`src/rtl/core/ppq_pkg.sv`:
```
// shared types and codes for the priority process queue
// no dependencies
package ppq_pkg;

  localparam int OP_W  = 2;
  localparam int PID_W = 7;
  localparam int PRI_W = 4;
  localparam int ST_W  = 2;

  localparam logic [OP_W-1:0] OP_REGISTER = 2'd0;
  localparam logic [OP_W-1:0] OP_ENQUEUE  = 2'd1;
  localparam logic [OP_W-1:0] OP_EXECUTE  = 2'd2;

  localparam logic [ST_W-1:0] ST_OK        = 2'd0;
  localparam logic [ST_W-1:0] ST_NOT_FOUND = 2'd1;
  localparam logic [ST_W-1:0] ST_EMPTY     = 2'd2;
  localparam logic [ST_W-1:0] ST_FULL      = 2'd3;

  typedef struct packed {
    logic [OP_W-1:0]  opcode;
    logic [PID_W-1:0] process_id;
    logic [PRI_W-1:0] priority_req;
  } ppq_req_t;

  typedef struct packed {
    logic [ST_W-1:0]  status;
    logic [PID_W-1:0] result_id;
    logic [PRI_W-1:0] result_priority;
  } ppq_rsp_t;

  // controller to datapath commands
  typedef struct packed {
    logic load;
    logic exec;
  } ppq_cmd_t;

endpackage

```
`src/rtl/core/ppq_ram.sv`:
```
// generic simple dual-port ram with registered read
// no dependencies
module ppq_ram #(
  parameter int WIDTH = 4,
  parameter int DEPTH = 64
) (
  input  logic                     clk,
  input  logic                     we,
  input  logic [$clog2(DEPTH)-1:0] waddr,
  input  logic [WIDTH-1:0]         wdata,
  input  logic                     re,
  input  logic [$clog2(DEPTH)-1:0] raddr,
  output logic [WIDTH-1:0]         rdata
);

  logic [WIDTH-1:0] mem [DEPTH];

  always_ff @(posedge clk) begin
    if (we) begin
      mem[waddr] <= wdata;
    end
    if (re) begin
      rdata <= mem[raddr];
    end
  end

endmodule

```
`src/rtl/core/ppq_ctrl.sv`:
```
// controller for the priority process queue: accept, execute, respond
// depends on ppq_pkg
module ppq_ctrl (
  input  logic              clk,
  input  logic              rst,
  input  logic              start,
  output logic              busy,
  output logic              done,
  output ppq_pkg::ppq_cmd_t cmd
);

  typedef enum logic [1:0] {
    S_IDLE = 2'b01,
    S_EXEC = 2'b10
  } ppq_state_t;

  ppq_state_t state;
  ppq_state_t state_next;

  always_comb begin
    state_next = state;
    cmd.load   = 1'b0;
    cmd.exec   = 1'b0;
    case (state)
      S_IDLE: begin
        if (start) begin
          cmd.load   = 1'b1;
          state_next = S_EXEC;
        end
      end
      S_EXEC: begin
        cmd.exec   = 1'b1;
        state_next = S_IDLE;
      end
      default: begin
        state_next = S_IDLE;
      end
    endcase
  end

  always_ff @(posedge clk) begin
    if (rst) begin
      state <= S_IDLE;
      done  <= 1'b0;
    end else begin
      state <= state_next;
      done  <= cmd.exec;
    end
  end

  assign busy = (state != S_IDLE);

endmodule

```
`src/rtl/core/ppq_datapath.sv`:
```
// datapath: id counter, priority table ram, sorted shift-register ready queue
// depends on ppq_pkg and ppq_ram
module ppq_datapath #(
  parameter int MAX_PROCESSES = 64,
  parameter int QUEUE_DEPTH   = 16
) (
  input  logic              clk,
  input  logic              rst,
  input  ppq_pkg::ppq_cmd_t cmd,
  input  ppq_pkg::ppq_req_t req,
  output ppq_pkg::ppq_rsp_t rsp
);

  localparam int IDX_W = $clog2(MAX_PROCESSES);
  localparam int ID_W  = $clog2(MAX_PROCESSES + 2);
  localparam int CNT_W = $clog2(QUEUE_DEPTH + 1);
  localparam int CMP_W = 8;

  ppq_pkg::ppq_req_t req_q;
  logic [ID_W-1:0]   next_id;
  logic [CNT_W-1:0]  count;

  logic [ppq_pkg::PID_W-1:0] q_id  [QUEUE_DEPTH];
  logic [ppq_pkg::PRI_W-1:0] q_pri [QUEUE_DEPTH];
  logic [ppq_pkg::PID_W-1:0] ins_id  [QUEUE_DEPTH];
  logic [ppq_pkg::PRI_W-1:0] ins_pri [QUEUE_DEPTH];
  logic [ppq_pkg::PID_W-1:0] pop_id  [QUEUE_DEPTH];
  logic [ppq_pkg::PRI_W-1:0] pop_pri [QUEUE_DEPTH];
  logic [QUEUE_DEPTH-1:0]    ge;

  logic [ppq_pkg::PRI_W-1:0] tbl_pri;
  logic [ppq_pkg::PID_W-1:0] pid_m1;
  logic [ID_W-1:0]           next_id_m1;
  logic                      tbl_we;
  logic                      table_full;
  logic                      id_unknown;
  logic                      queue_full;
  logic                      queue_empty;
  logic                      do_ins;
  logic                      do_pop;

  assign pid_m1     = req.process_id - 7'd1;
  assign next_id_m1 = next_id - ID_W'(1);

  assign table_full  = (next_id > ID_W'(MAX_PROCESSES));
  assign id_unknown  = (req_q.process_id == '0)
                    || (CMP_W'(req_q.process_id) >= CMP_W'(next_id))
                    || (CMP_W'(req_q.process_id) > CMP_W'(MAX_PROCESSES));
  assign queue_full  = (count == CNT_W'(QUEUE_DEPTH));
  assign queue_empty = (count == '0);

  assign tbl_we = cmd.exec && (req_q.opcode == ppq_pkg::OP_REGISTER) && !table_full;
  assign do_ins = cmd.exec && (req_q.opcode == ppq_pkg::OP_ENQUEUE)
               && !id_unknown && !queue_full;
  assign do_pop = cmd.exec && (req_q.opcode == ppq_pkg::OP_EXECUTE) && !queue_empty;

  ppq_ram #(
    .WIDTH (ppq_pkg::PRI_W),
    .DEPTH (MAX_PROCESSES)
  ) u_table (
    .clk   (clk),
    .we    (tbl_we),
    .waddr (next_id_m1[IDX_W-1:0]),
    .wdata (req_q.priority_req),
    .re    (cmd.load),
    .raddr (pid_m1[IDX_W-1:0]),
    .rdata (tbl_pri)
  );

  // queued entries at or above the new priority form a prefix; the new one goes after it
  always_comb begin
    for (int k = 0; k < QUEUE_DEPTH; k++) begin
      ge[k] = (k < int'(count)) && (q_pri[k] >= tbl_pri);
    end
    ins_id[0]  = req_q.process_id;
    ins_pri[0] = tbl_pri;
    for (int k = 1; k < QUEUE_DEPTH; k++) begin
      ins_id[k]  = ge[k-1] ? req_q.process_id : q_id[k-1];
      ins_pri[k] = ge[k-1] ? tbl_pri : q_pri[k-1];
    end
    for (int k = 0; k < QUEUE_DEPTH - 1; k++) begin
      pop_id[k]  = q_id[k+1];
      pop_pri[k] = q_pri[k+1];
    end
    pop_id[QUEUE_DEPTH-1]  = q_id[QUEUE_DEPTH-1];
    pop_pri[QUEUE_DEPTH-1] = q_pri[QUEUE_DEPTH-1];
  end

  always_ff @(posedge clk) begin
    for (int k = 0; k < QUEUE_DEPTH; k++) begin
      if (do_ins && !ge[k]) begin
        q_id[k]  <= ins_id[k];
        q_pri[k] <= ins_pri[k];
      end else if (do_pop) begin
        q_id[k]  <= pop_id[k];
        q_pri[k] <= pop_pri[k];
      end
    end
  end

  always_ff @(posedge clk) begin
    if (cmd.load) begin
      req_q <= req;
    end
  end

  always_ff @(posedge clk) begin
    if (rst) begin
      next_id <= ID_W'(1);
      count   <= '0;
    end else begin
      if (tbl_we) begin
        next_id <= next_id + ID_W'(1);
      end
      if (do_ins) begin
        count <= count + CNT_W'(1);
      end else if (do_pop) begin
        count <= count - CNT_W'(1);
      end
    end
  end

  always_ff @(posedge clk) begin
    if (cmd.exec) begin
      rsp.status          <= ppq_pkg::ST_OK;
      rsp.result_id       <= '0;
      rsp.result_priority <= '0;
      case (req_q.opcode)
        ppq_pkg::OP_REGISTER: begin
          if (table_full) begin
            rsp.status <= ppq_pkg::ST_FULL;
          end else begin
            rsp.result_id <= ppq_pkg::PID_W'(next_id);
          end
        end
        ppq_pkg::OP_ENQUEUE: begin
          if (id_unknown) begin
            rsp.status <= ppq_pkg::ST_NOT_FOUND;
          end else if (queue_full) begin
            rsp.status <= ppq_pkg::ST_FULL;
          end
        end
        ppq_pkg::OP_EXECUTE: begin
          if (queue_empty) begin
            rsp.status <= ppq_pkg::ST_EMPTY;
          end else begin
            rsp.result_id       <= q_id[0];
            rsp.result_priority <= q_pri[0];
          end
        end
        default: begin
          rsp.status <= ppq_pkg::ST_OK;
        end
      endcase
    end
  end

endmodule

```
`src/rtl/core/priority_process_queue_unit.sv`:
```
// Priority process queue: registers processes with a priority, queues them by id
// and hands out the highest-priority one, ties first-in first-out. A request is
// taken when start is high and busy is low; its response appears on rsp with done
// high for exactly one cycle, registered at the end of the execute state that
// follows acceptance, and is taken at the following edge since there is no stall.
// A new request can be taken at that same edge, but none before the last is through;
// each passes the registered read of the priority table, then the execute state.
// Depends on ppq_pkg, ppq_ctrl, ppq_datapath.
module priority_process_queue_unit #(
  parameter int MAX_PROCESSES = 64,
  parameter int QUEUE_DEPTH   = 16
) (
  input  logic              clk,
  input  logic              rst,
  input  logic              start,
  output logic              busy,
  input  ppq_pkg::ppq_req_t req,
  output logic              done,
  output ppq_pkg::ppq_rsp_t rsp
);

  ppq_pkg::ppq_cmd_t cmd;

  ppq_ctrl u_ctrl (
    .clk   (clk),
    .rst   (rst),
    .start (start),
    .busy  (busy),
    .done  (done),
    .cmd   (cmd)
  );

  ppq_datapath #(
    .MAX_PROCESSES (MAX_PROCESSES),
    .QUEUE_DEPTH   (QUEUE_DEPTH)
  ) u_datapath (
    .clk (clk),
    .rst (rst),
    .cmd (cmd),
    .req (req),
    .rsp (rsp)
  );

endmodule

```
`config.mk`:
```
export PLATFORM = sky130hd
export DESIGN_NAME = priority_process_queue_unit
export DESIGN_NICKNAME = d
export VERILOG_FILES = /design/src/rtl/core/ppq_pkg.sv /design/src/rtl/core/ppq_ram.sv /design/src/rtl/core/ppq_ctrl.sv /design/src/rtl/core/ppq_datapath.sv /design/src/rtl/core/priority_process_queue_unit.sv
export SDC_FILE = /design/constraint.sdc
export NUM_CORES = 1
export LEC_CHECK = 0
export BUFFER_PORTS_ARGS = -buffer_cell sky130_fd_sc_hd__buf_2
export CAP_MARGIN = 30
export CORE_MARGIN = 3
export CORE_UTILIZATION = 52
export CTS_BUF_LIST = sky130_fd_sc_hd__clkbuf_8
export DETAILED_ROUTE_END_ITERATION = 8
export PLACE_DENSITY = 0.7
export SYNTH_ARGS = -nofsm -noshare
export SYNTH_HDL_FRONTEND = slang
export SYNTH_HIERARCHICAL = 1
export SYNTH_SLANG_ARGS = --single-unit
```
`constraint.sdc`:
```
create_clock -name clk -period 3.5 [get_ports clk]
set_clock_uncertainty 0.05 [all_clocks]
set_input_delay 0.7 -clock clk [delete_from_list [all_inputs] [get_ports clk]]
set_output_delay 0.7 -clock clk [all_outputs]
set_load 0.1 [all_outputs]
```
==> impl_metrics.py <==
metrics = {
    "outcome": {
        "outcome": "completed",
    },
    "critical_path": {
        "worstPathRequired_ns": 3.77,
        "critPathLaunchType": "register",
        "worstSetupEndpointType": "register",
        "cp_slowest_cell": "nor2_1",
        "cp_cell_sequence": "inv_1, ha_1, nor2b_1, a21o_1, nand3_1, inv_1, nor2b_1, nand2_1, nor2_1",
        "critical_path_class": "reg -> reg",
        "crit_fanout": 11,
        "worstPathArrival_ns": 3.48,
        "max_stage_delay_ns": 0.45,
    },
    "clock_tree": {
        "cts_setup_buffers": 0,
        "clk_latency_ns": 0.67,
        "numCtsBuffers": 77,
        "cts_tree": "yes",
        "cts-root-buf": "clkbuf_8",
        "numClockSinks": 477,
        "cts_hold_buf": 0,
        "cts_resized": 0,
        "clk_path_buf_depth": 3,
        "cts_max_level": 3,
        "clk_transition_reported_paths_ns": 0.06,
    },
    "power": {
        "ir_drop_uv": 422,
        "power_frac_comb_pct": 8.7,
        "leakagePower_uw": 0.00886,
        "power_density_nw_per_um2": 450,
        "seqPwrFrac_pct": 53.8,
        "internal_power_uw": 8790,
        "p_sw_uw": 2910,
        "clkPwrFrac_pct": 37.5,
        "switching_share_pct": 24.9,
    },
    "timing": {
        "rsz0062_at_grt": "false",
        "fin_tns_setup_ns": 0,
        "slew_headroom_pct": 28.3,
        "final_hold_viol_count": 0,
        "post-route-period-util_pct": 91.8,
        "fmax_ghz": 0.311,
        "tightest_slew_ns": 1.06,
        "fin_crit_ns": 3.21,
        "hold_slack_ns": 0.166,
        "final-max-slew-violation-count": 0,
        "setup_violations": 0,
    },
    "detailed_routing": {
        "vias": 16800,
        "wirelength_microns": 61400,
        "drtIter0Drc": 1845,
        "drt_pass1_iterations": 6,
        "drc": 0,
        "detail-route-antenna-nets": 0,
        "post_drt_wl_per_cell_microns": 23.6,
        "via_per_inst": 6.47,
    },
    "global_route": {
        "grt_pass1_vias": 16400,
        "antenna_found_initial": 0,
        "grt_pass1_wl_microns": 95500,
        "overflow": 0,
        "grt_max_degree": 118,
        "grtUsageTotal_pct": 25.8,
    },
    "place": {
        "gp_congestion": 0.911,
        "portBuffers": 30,
        "placed_cells": 2465,
        "dpl.hpwl_microns": 41100,
    },
    "logic_synthesis": {
        "synth_commonest_cells": "462 x edfxtp_1, 263 x nor2_1, 156 x a31oi_1",
        "ys_seq_elements": 477,
        "yosys_warnings": 6,
        "synth_edf_count": 462,
        "synthArstFlopShare_pct": 0,
        "yosys.area.top_type_share_pct": 58.5,
        "synth.avg_cell_area_sq_um": 12.5,
        "syn_nets": 1993,
        "syn-cell-area_sq_um": 23700,
        "synthDistinctLibCells": 79,
        "synth_ff_type": "edfxtp_1",
        "synthMostInstantiatedCell": "edfxtp_1",
        "yosysTopAreaCell": "edfxtp_1",
        "ys_seq_area_share_pct": 59.8,
        "syn_inst": 1899,
        "netlist_top_cells_area": "edfxtp_1 59%, mux4_2 4.4%, nor2_1 4.2%",
    },
    "die": {
        "num_rows": 77,
        "initial_core_util_pct": 53.1,
        "io_pins": 31,
        "dieArea_sq_um": 48200,
        "die_h_microns": 220,
        "coreArea_sq_um": 44600,
        "die_w_microns": 220,
    },
    "finish": {
        "final_cells": 2603,
        "antennaDiodeCount": 0,
        "fin_nets": 2046,
        "areaGrowthSynthToFinish_pct": 9.75,
        "drive_gt1_share_pct": 15.1,
    },
    "hold_path": {
        "min_path_type": "in -> reg",
    },
    "flow_run": {
        "maxCapViolCount": 0,
    },
}
-- area by class of cell --
type	instances	area (sq um)
inverters	37	140
well taps	592	741
flip-flops and latches	477	14200
fillers	3538	18600
clock inverters	56	255
repair buffers	125	923
multi-input cells	1234	8660
clock buffers	82	1130
-- cells by family (layout without fill, tap and decap cells) --
group           Yosys count  in the layout  synth area share (%)
compound gates          476            476                  12.7
xor+xnor                 14             14                 0.517
fa+ha+maj                78             78                  4.12
buf+inv                 188            300                  3.81
flops                   477            477                  59.8
mux                      84             84                  7.36
simple gates            582            582                  11.7
-- cells in the final DEF, fill, tap and decap left out, drive strengths merged, types with 27 or more instances in the layout --
master	count
nand2	48
a31oi	156
nand2b	27
nand3	140
mux4	65
nor2	265
buf	125
ha	78
o31ai	34
clkbuf	82
edfxtp	462
inv	70
o21ai	158
-- through the flow --
step / util (%) / instance area, sq um / total power (uW) / worst slack [ns]
finish: 58.3 / 26000 / 11700 / 0.286
global route: 58.3 / 26000 / 12200 / 0.0793
CTS: 58.3 / 26000 / 11800 / 0.361
detailed placement: 55.2 / 24600 / 7420 / 0.255
global placement: 55.2 / 24600 / 7390 / 0.339
floorplan: - / 23700 / 7070 / 0.0952
-- final timing paths --
kind	startpoint	to	slack (ns)	cells past startpoint
min	req[2]	u_datapath/req_q[2]$_DFFE_PP_	0.17	1
min reg2reg	u_ctrl/state[0]$_SDFFE_PP1P_	u_ctrl/state[0]$_SDFFE_PP1P_	0.44	1
max reg2reg	u_datapath/next_id[0]$_SDFFE_PP1P_	u_datapath/u_table/mem[58][3]$_DFFE_PP_	0.29	9
max	u_datapath/next_id[0]$_SDFFE_PP1P_	u_datapath/u_table/mem[58][3]$_DFFE_PP_	0.29	9
-- power by group through the flow --
stage / logic [uW] / clock network [uW] / registers, uW
2_1_floorplan: 623 / 0 / 6440
3_3_place_gp: 976 / 0 / 6410
3_5_place_dp: 1010 / 0 / 6420
4_1_cts: 1010 / 4490 / 6300
5_1_grt: 1100 / 4760 / 6300
6_report: 1020 / 4390 / 6300
-- state kept, by name, indices dropped and copies added (netlist names), 5 cells and up --
| signal | count |
|---|---|
| u_datapath/next_id | 7 |
| u_datapath/count | 5 |
| u_datapath/q_pri | 64 |
| u_datapath/rsp | 13 |
| u_datapath/u_table/mem | 256 |
| u_datapath/ins_id | 7 |
| u_datapath/q_id | 112 |
| u_datapath/req_q | 6 |
-- layer usage --
layer	track usage (%)	up-vias	part of all wire (%)
met3	5.45	179	9.4
met4	11.0	0	4.1
met5	0	-	0
li1	-	7534	-
met2	40.4	931	46
met1	35.4	8189	40
-- worst max-delay path: cells and delay by family, from the launching register on --
family / cells / cell delay (ns)
buffers and inverters: 2 / 0.48
and+or+nand+nor: 5 / 1.58
DFF: 1 / 0.38
AOI/OAI and AO/OA: 1 / 0.21
adders and majority gates: 1 / 0.19
No activity file was read; power rests on OpenSTA's default activity.
